$ cat config.mk
export PLATFORM = sky130hd
export DESIGN_NAME = float_integer_converter
export DESIGN_NICKNAME = d
export VERILOG_FILES = /design/src/fic_pkg.sv /design/src/fic_lzc.sv /design/src/float_integer_converter.sv
export SDC_FILE = /design/constraint.sdc
export NUM_CORES = 1
export LEC_CHECK = 0
export BUFFER_PORTS_ARGS = -buffer_cell sky130_fd_sc_hd__buf_2
export CELL_PAD_IN_SITES_DETAIL_PLACEMENT = 0
export CELL_PAD_IN_SITES_GLOBAL_PLACEMENT = 2
export CORE_MARGIN = 2
export CORE_UTILIZATION = 44
export CTS_BUF_LIST = sky130_fd_sc_hd__clkbuf_8
export DETAILED_ROUTE_END_ITERATION = 16
export PLACE_DENSITY_LB_ADDON = 0.1
export RECOVER_POWER = 100
export SLEW_MARGIN = 20
export SYNTH_ARGS = -nofsm -noshare
export SYNTH_HDL_FRONTEND = slang
export SYNTH_SLANG_ARGS = --single-unit
$ cat constraint.sdc
create_clock -name clk -period 8.1 [get_ports clk]
set_input_delay 1.62 -clock clk [delete_from_list [all_inputs] [get_ports clk]]
set_output_delay 1.62 -clock clk [all_outputs]
set_load 0.05 [all_outputs]
$ cat src/fic_pkg.sv
`timescale 1ns / 1ps
package fic_pkg;
    typedef enum logic [1:0] {
        KIND_U64_TO_F64 = 2'd0,
        KIND_F64_TO_I64 = 2'd1,
        KIND_F64_TO_U64 = 2'd2,
        KIND_F64_TO_U8  = 2'd3
    } kind_t;

    localparam int FRAC_BITS = 52;
    localparam logic [10:0] EXP_BIAS = 11'd1023;
    localparam logic [10:0] EXP_MAX = 11'h7FF;

    // stage 1 to stage 2 word
    typedef struct packed {
        logic        to_float;
        logic        err;
        logic        neg;
        logic        zero_res;
        logic        min_i64;
        logic [5:0]  shamt;
        logic        left;
        logic [63:0] val;
    } s1_t;

    // stage 2 to stage 3 word
    typedef struct packed {
        logic        to_float;
        logic        err;
        logic        neg;
        logic        zero_res;
        logic        min_i64;
        logic [5:0]  pos;
        logic [63:0] val;
    } s2_t;
endpackage

$ cat src/fic_lzc.sv
`timescale 1ns / 1ps
module fic_lzc
(
    input  logic [63:0] value,
    output logic [5:0]  pos,
    output logic        nonzero
);
    logic [3:0] grp_any;
    logic [3:0] grp_pos [4];

    // 16-bit groups searched in parallel, then the top group picked
    always_comb
    begin
        for (int g = 0; g < 4; g++)
        begin
            grp_any[g] = |value[g*16 +: 16];
            grp_pos[g] = 4'd0;
            for (int b = 0; b < 16; b++)
            begin
                if (value[g*16 + b])
                begin
                    grp_pos[g] = 4'(b);
                end
            end
        end
        nonzero = |grp_any;
        priority if (grp_any[3])
        begin
            pos = {2'd3, grp_pos[3]};
        end
        else if (grp_any[2])
        begin
            pos = {2'd2, grp_pos[2]};
        end
        else if (grp_any[1])
        begin
            pos = {2'd1, grp_pos[1]};
        end
        else
        begin
            pos = {2'd0, grp_pos[0]};
        end
    end
endmodule

$ cat src/float_integer_converter.sv
`timescale 1ns / 1ps
// float_integer_converter: u64 to binary64 and binary64 to i64/u64/u8
// input channel: in_valid, in_stall, kind, operand
// output channel: out_valid, out_stall, converted, range_error
// kind 0 converts an unsigned integer to a double, round to nearest even
// kinds 1..3 truncate a double toward zero; nan, infinity and values out of
// the target range raise range_error and give a zero result
// three register stages: decode and leading-one search, shift, then
// rounding or negation into the output register
// out_valid rises once the word has passed the stage 1, stage 2 and output
// registers; one word per cycle while out_stall is low
// a stage moves forward when it is empty or the stage after it moves, so
// a stall at the output fills the pipe and then holds in_stall high
// no word is dropped or repeated under any stall pattern
// reset clears all valid bits; payload registers are not reset
module float_integer_converter
(
    input  logic        clk,
    input  logic        rst_n,
    input  logic        in_valid,
    output logic        in_stall,
    input  logic [1:0]  kind,
    input  logic [63:0] operand,
    output logic        out_valid,
    input  logic        out_stall,
    output logic [63:0] converted,
    output logic        range_error
);
    logic v1_reg, v2_reg, v3_reg;
    fic_pkg::s1_t s1_reg, s1_next;
    fic_pkg::s2_t s2_reg, s2_next;
    logic [63:0] res_reg, res_next;
    logic        err_reg, err_next;
    logic mv3, mv2, mv1;

    assign mv3 = !v3_reg || !out_stall;
    assign mv2 = !v2_reg || mv3;
    assign mv1 = !v1_reg || mv2;
    assign in_stall = !mv1;
    assign out_valid = v3_reg;
    assign converted = res_reg;
    assign range_error = err_reg;

    logic [5:0] lz_pos;
    logic       lz_nz;
    fic_lzc u_lzc (.value(operand), .pos(lz_pos), .nonzero(lz_nz));

    // stage 1: classify and work out shift
    logic        neg;
    logic [10:0] e;
    logic [51:0] frac;
    logic [11:0] ue;
    logic        below_one;
    fic_pkg::kind_t k;
    always_comb
    begin
        k = fic_pkg::kind_t'(kind);
        neg = operand[63];
        e = operand[62:52];
        frac = operand[51:0];
        ue = {1'b0, e} - {1'b0, fic_pkg::EXP_BIAS};
        below_one = e < fic_pkg::EXP_BIAS;
        s1_next = '0;
        s1_next.neg = neg;
        s1_next.val = {11'd1, frac};
        unique case (k)
            fic_pkg::KIND_U64_TO_F64:
            begin
                s1_next.to_float = 1'b1;
                s1_next.zero_res = !lz_nz;
                s1_next.shamt = lz_pos;
                s1_next.val = operand;
            end
            fic_pkg::KIND_F64_TO_I64:
            begin
                if (e == fic_pkg::EXP_MAX)
                begin
                    s1_next.err = 1'b1;
                end
                else if (!below_one && ue >= 12'd63)
                begin
                    if (neg && ue == 12'd63 && frac == '0)
                    begin
                        s1_next.min_i64 = 1'b1;
                    end
                    else
                    begin
                        s1_next.err = 1'b1;
                    end
                end
                else
                begin
                    s1_next.zero_res = below_one;
                end
            end
            default:
            begin
                if (e == fic_pkg::EXP_MAX)
                begin
                    s1_next.err = 1'b1;
                end
                else if (neg && (e != '0 || frac != '0))
                begin
                    s1_next.err = 1'b1;
                end
                else if (!below_one
                         && ue >= ((k == fic_pkg::KIND_F64_TO_U64) ? 12'd64 : 12'd8))
                begin
                    s1_next.err = 1'b1;
                end
                else
                begin
                    s1_next.zero_res = below_one;
                end
                s1_next.neg = 1'b0;
            end
        endcase
        if (!s1_next.to_float)
        begin
            if (ue[5:0] <= 6'd52)
            begin
                s1_next.left = 1'b0;
                s1_next.shamt = 6'd52 - ue[5:0];
            end
            else
            begin
                s1_next.left = 1'b1;
                s1_next.shamt = ue[5:0] - 6'd52;
            end
        end
    end

    // stage 2: alignment shift; float path moves the leading one to bit 63
    logic [6:0]  fsh;
    always_comb
    begin
        s2_next.to_float = s1_reg.to_float;
        s2_next.err = s1_reg.err;
        s2_next.neg = s1_reg.neg;
        s2_next.zero_res = s1_reg.zero_res;
        s2_next.min_i64 = s1_reg.min_i64;
        s2_next.pos = s1_reg.shamt;
        fsh = 7'd0;
        if (s1_reg.to_float)
        begin
            // place leading one at bit 63
            fsh = 7'd63 - {1'b0, s1_reg.shamt};
            s2_next.val = s1_reg.val << fsh;
        end
        else if (s1_reg.left)
        begin
            s2_next.val = s1_reg.val << s1_reg.shamt;
        end
        else
        begin
            s2_next.val = s1_reg.val >> s1_reg.shamt;
        end
    end

    // stage 3: round or negate
    logic [52:0] q;
    logic        rb, st;
    logic [53:0] qr;
    logic [10:0] ex;
    always_comb
    begin
        q = s2_reg.val[63:11];
        rb = s2_reg.val[10];
        st = |s2_reg.val[9:0];
        qr = {1'b0, q} + {53'd0, (rb && (st || q[0]))};
        ex = 11'(s2_reg.pos) + fic_pkg::EXP_BIAS;
        err_next = s2_reg.err;
        if (s2_reg.err || s2_reg.zero_res)
        begin
            res_next = '0;
        end
        else if (s2_reg.to_float)
        begin
            if (qr[53])
            begin
                res_next = {1'b0, ex + 11'd1, 52'd0};
            end
            else
            begin
                res_next = {1'b0, ex, qr[51:0]};
            end
        end
        else if (s2_reg.min_i64)
        begin
            res_next = {1'b1, 63'd0};
        end
        else if (s2_reg.neg)
        begin
            res_next = 64'd0 - s2_reg.val;
        end
        else
        begin
            res_next = s2_reg.val;
        end
    end

    always_ff @(posedge clk or negedge rst_n)
    begin
        if (!rst_n)
        begin
            v1_reg <= 1'b0;
            v2_reg <= 1'b0;
            v3_reg <= 1'b0;
        end
        else
        begin
            if (mv1)
            begin
                v1_reg <= in_valid;
            end
            if (mv2)
            begin
                v2_reg <= v1_reg;
            end
            if (mv3)
            begin
                v3_reg <= v2_reg;
            end
        end
    end

    always_ff @(posedge clk)
    begin
        if (mv1)
        begin
            s1_reg <= s1_next;
        end
        if (mv2)
        begin
            s2_reg <= s2_next;
        end
        if (mv3)
        begin
            res_reg <= res_next;
            err_reg <= err_next;
        end
    end
endmodule
# Word level (Yosys, flattened, before mapping)
# Cells that the tools add are included.
[totals]
in_bits = 70
elab_cells = 161
reg_bits = 219
output_inout_bits = 67
[classes]
eq_ne = 4
reduce_logical = 30
muxes = 89
bitwise = 2
n_addsub = 8
n_lt_le_gt_ge = 4
shifts = 3
[ops]
columns = ["cell", "n"]
rows = [
  ["$mux 64", 5],
  ["$mux 4", 32],
  ["$reduce_or 64->1", 1],
  ["$shl 64x6->64", 1],
  ["$shl 64x7->64", 1],
  ["$shr 64x6->64", 1],
  ["$sub 1x64->64 const A", 1],
  ["$mux 63", 1],
  ["$add 53x1->54", 1],
  ["$logic_not 52->1", 1],
  ["$reduce_bool 52->1", 1],
  ["$mux 3", 16],
  ["$reduce_or 16->1", 3],
  ["$mux 7", 3],
  ["$mux 2", 9],
  ["$mux 6", 3],
  ["$mux 1", 17],
  ["$eq 12x6->1 const B", 1],
  ["$ge 12x6->1 const B", 1],
  ["$ge 12x7->1", 1],
  ["$sub 11x10->12 const B", 1],
  ["$add 11x1->11 const B", 1],
  ["$add 6x10->11 const B", 1],
  ["$eq 11x11->1 const B", 1],
  ["18 further kinds", 36],
]

# Depth between registers and ports, before layout
[depth]
ltp_word = 20
mapped_depth = 12
depth_no_buf = 10

# By module
# Synthesis repeated with hierarchy kept, for this count alone.
[hier_totals]
cells_unflattened = 2317
area_unflattened_um2 = 22227.6
[by_module_without_submodules]
columns = ["module", "area_each_um2", "instances", "cells_each", "seq_area_each_um2"]
rows = [
  ["float_integer_converter", 21533.2, 1, 2197, 6561.3],
  ["fic_lzc", 694.4, 1, 120, 0.0],
]

# Worst setup path before layout
# OpenSTA, ideal clock, no wires.
[synth_timing]
kind = "input port to output port"
startpoint = "in out_stall"
endpoint = "out in_stall"
path_buffers = 0
slack_ns = 1.379
path_stages = 2
arrival_time_ns = 5.101
path_cell_list = "nand4_1 inv_1"
[synth_between]
elab_chain_cells = 5
[synth_lines]
columns = ["item", "line_no", "rtl"]
rows = [
  ["start: declaration", "float_integer_converter.sv:25", "input logic out_stall,"],
  ["$logic_not 1->1", "float_integer_converter.sv:36", "assign mv3 = !v3_reg || !out_stall;"],
  ["$logic_or 1x1->1", "float_integer_converter.sv:36", ""],
  ["$logic_or 1x1->1", "float_integer_converter.sv:37", "assign mv2 = !v2_reg || mv3;"],
  ["$logic_or 1x1->1", "float_integer_converter.sv:38", "assign mv1 = !v1_reg || mv2;"],
  ["$logic_not 1->1", "float_integer_converter.sv:39", "assign in_stall = !mv1;"],
  ["end: declaration", "float_integer_converter.sv:21", "output logic in_stall,"],
]
# Every way passes these cells.

==> impl_metrics.yaml <==
global_routing:
  grt_pass1_wl_um: 126000
  grt_start_max_net_pins: 146
  track_usage_pct: 34.4
  antenna_found_initial: 3
  first_global_vias: 18400
  grt_overflow: 0
die:
  rows: 79
  die_x_um: 221
  chipHeight_um: 221
  floorplan.initialDensity_pct: 44.5
  core_um2: 46500
  ioPinCount: 137
  dieArea_um2: 48800
clock_tree:
  root_buffer: "clkbuf_8"
  cts.hold.buffers_added: 0
  clockBufferDepth: 3
  cts_tree: "done"
  clock-sinks: 219
  post_cts_buffers: 0
  cts_resized: 0
  numCtsBuffers: 40
  htreeDepth: 2
  worstSkewPairLatency_ns: 0.63
  clkSlewWorstSetupHoldPaths_ns: 0.06
final_layout:
  area_delta_synth_final_pct: 7.97
  mostFrequentLayoutCells: "nand2_1 (303), edfxtp_1 (216), nor2_1 (196)"
  largest_register_ffs: 76
  drive_gt1_share_pct: 12.2
  fin_nets: 2363
  antenna_cells: 0
  layout_commonest_cell: "nand2_1"
  final_area_um2: 22300
  final_cell_count_no_fill: 2916
placed_design:
  postPlaceCellArea_um2: 21700
  port_buffers: 136
  place.detailed.hpwl_um: 65800
  routabilityCongestion: 1.02
  dp_slack_ns: 3.63
  place_inst: 2842
logic_synthesis:
  syn_nets: 2336
  synth-adder-area-share_pct: 0.956
  synth_top_area_cell: "edfxtp_1"
  mappedNetlistArea_um2: 20700
  ys.flop_type: "edfxtp_1"
  synth.mux.area_fraction_pct: 22.1
  avgSynthCellArea_um2: 9.19
  synth-seq-cells: 219
  synth_edf_count: 216
  synth_seq_area_share_pct: 31.7
  synth-xor-area-share_pct: 5.38
  yosysTopAreaCellShare_pct: 31.4
  synthCells: 2251
  synth-simple-area-share_pct: 17.1
  synth_compound_area_share_pct: 18.2
  synth_top_family_by_area: "multiplexers"
  synthTopCellsByArea: "edfxtp_1 (31%), mux4_2 (12%), mux2i_1 (7.3%)"
  synthArstFlopShare_pct: 1.37
  yosys_warnings: 0
  ys_types: 78
hold_path:
  worstHoldPathCells: 0
  hp-class: "reg -> reg"
  worstHoldStart: "s1_reg[73]"
  min_to: "s2_reg[72]"
detailed_routing:
  wl_per_cell_um: 29.7
  vias: 19600
  wl_um: 86600
  ant_nets: 0
  drtIter0Drc: 2168
  firstDrtPassIters: 6
  viasPerCell: 6.72
  post-route-drc-count: 0
critical_path:
  required_ns: 8.43
  cp_max_fo: 39
  worstRegToRegCells: 9
  r2r-end: "q[34]"
  reg2reg_slack_ns: 1.98
  crit_type: "reg -> reg"
  cp-start-kind: "flop"
  r2r_start: "s1_reg[70]"
  arrival_ns: 6.45
  end_kind: "flop"
flow_run:
  max_cap_violations: 4
sta:
  tns_ns: 0
  tightest_slew_ns: 3.85
  fin_ws_ns: 1.98
  maxSlewViolCount: 237
  fmax_mhz: 163
  fin_hold_ws_ns: 0.428
  rsz0062_at_grt: "no"
  setup_violations: 0
  fin_crit_ns: 6.12
  relSlewSlack_pct: -157
  final_hold_viol_count: 0
  worst_clock_skew_ns: 0.0297
  finalCritPeriodShare_pct: 75.6
power:
  p_leak_nw: 7.89
  p_per_area_nw_per_um2: 258
  peakVddDrop_mv: 0.163
outcome:
  outcome: "complete, but fails checks"
  violations: "capacitance limit, slew limit"
## cell usage after synthesis (20+ instances only)
library cell and instances:
inv_1 41, a21oi_1 119, nor4_1 30, xnor2_1 57, o21ai_0 130, o221ai_1 28
o211ai_1 32, clkbuf_1 126, buf_2 32, mux2i_1 150, mux4_2 108, xor2_1 70
a211oi_1 28, nor2_1 199, mux2_2 57, edfxtp_1 216, nor3_1 38, nand3_1 52
o22ai_1 61, a31oi_1 20, o31ai_1 29, buf_1 30, nand4_1 34, nand2_1 304
## how the worst max path moves through the flow
stage                 from    endpoint  slack [ns]  depth (start not counted)
2_1_floorplan    out_stall    in_stall        1.38                          2
5_1_grt         s1_reg[70]       q[34]        2.32                          9
4_1_cts         s1_reg[66]   s2_reg[0]        3.90                          8
3_3_place_gp   operand[17]  s1_reg[74]        3.62                          8
3_5_place_dp   operand[17]  s1_reg[74]        3.63                          8
6_report        s1_reg[70]       q[34]        1.98                          9
## stage by stage
step                power, mW  utilization [%]
global placement         4.58             46.7
CTS                      5.72             48.5
floorplan                3.59                -
detailed placement       4.58             46.8
global route             5.98             48.1
finish                   5.76             48.1
## layout make-up
class	count	area, um^2
clock inverters	32	268
flip-flops and latches	219	6560
repair buffers	176	853
clock buffers	41	564
inverters	44	166
multi-input cells	1797	13200
fillers	4613	24100
well taps	607	759
## layer usage
| layer | track usage, % | wire length [um] | up-vias |
|---|---|---|---|
| met5 | 0 | 42 | - |
| met4 | 19.1 | 5460 | 6 |
| met3 | 6.02 | 7170 | 219 |
| met2 | 53.1 | 38600 | 1068 |
| met1 | 46.0 | 35200 | 9603 |
| li1 | - | - | 8700 |
## kinds of logic (layout without fill, tap and decap cells)
logic type               count (synthesis)  count (layout)
XOR/XNOR                               127             127
AND/OR/NAND/NOR                        768             768
multiplexers                           315             315
buffers and inverters                  235             293
AO/OA/AOI/OAI                          571             571
adder cells (fa/ha/maj)                 16              16
flip-flops                             219             219
## critical path, stage by stage (launching register included)
cell and delay [ns]:
edfxtp_1 0.39, clkbuf_1 1.75, nor2b_1 0.55, nand2_1 0.61
clkbuf_1 0.81, o22ai_1 0.21, nor2_1 0.13, a31oi_1 0.08
a2111oi_0 1.07, nor2_1 0.16
## power breakdown
group          internal [mW]  total [mW]  switching, mW
registers               1.52        1.82          0.302
logic                  0.914        2.82           1.91
clock network          0.609        1.12          0.515
(Power assumes the default switching activity.)
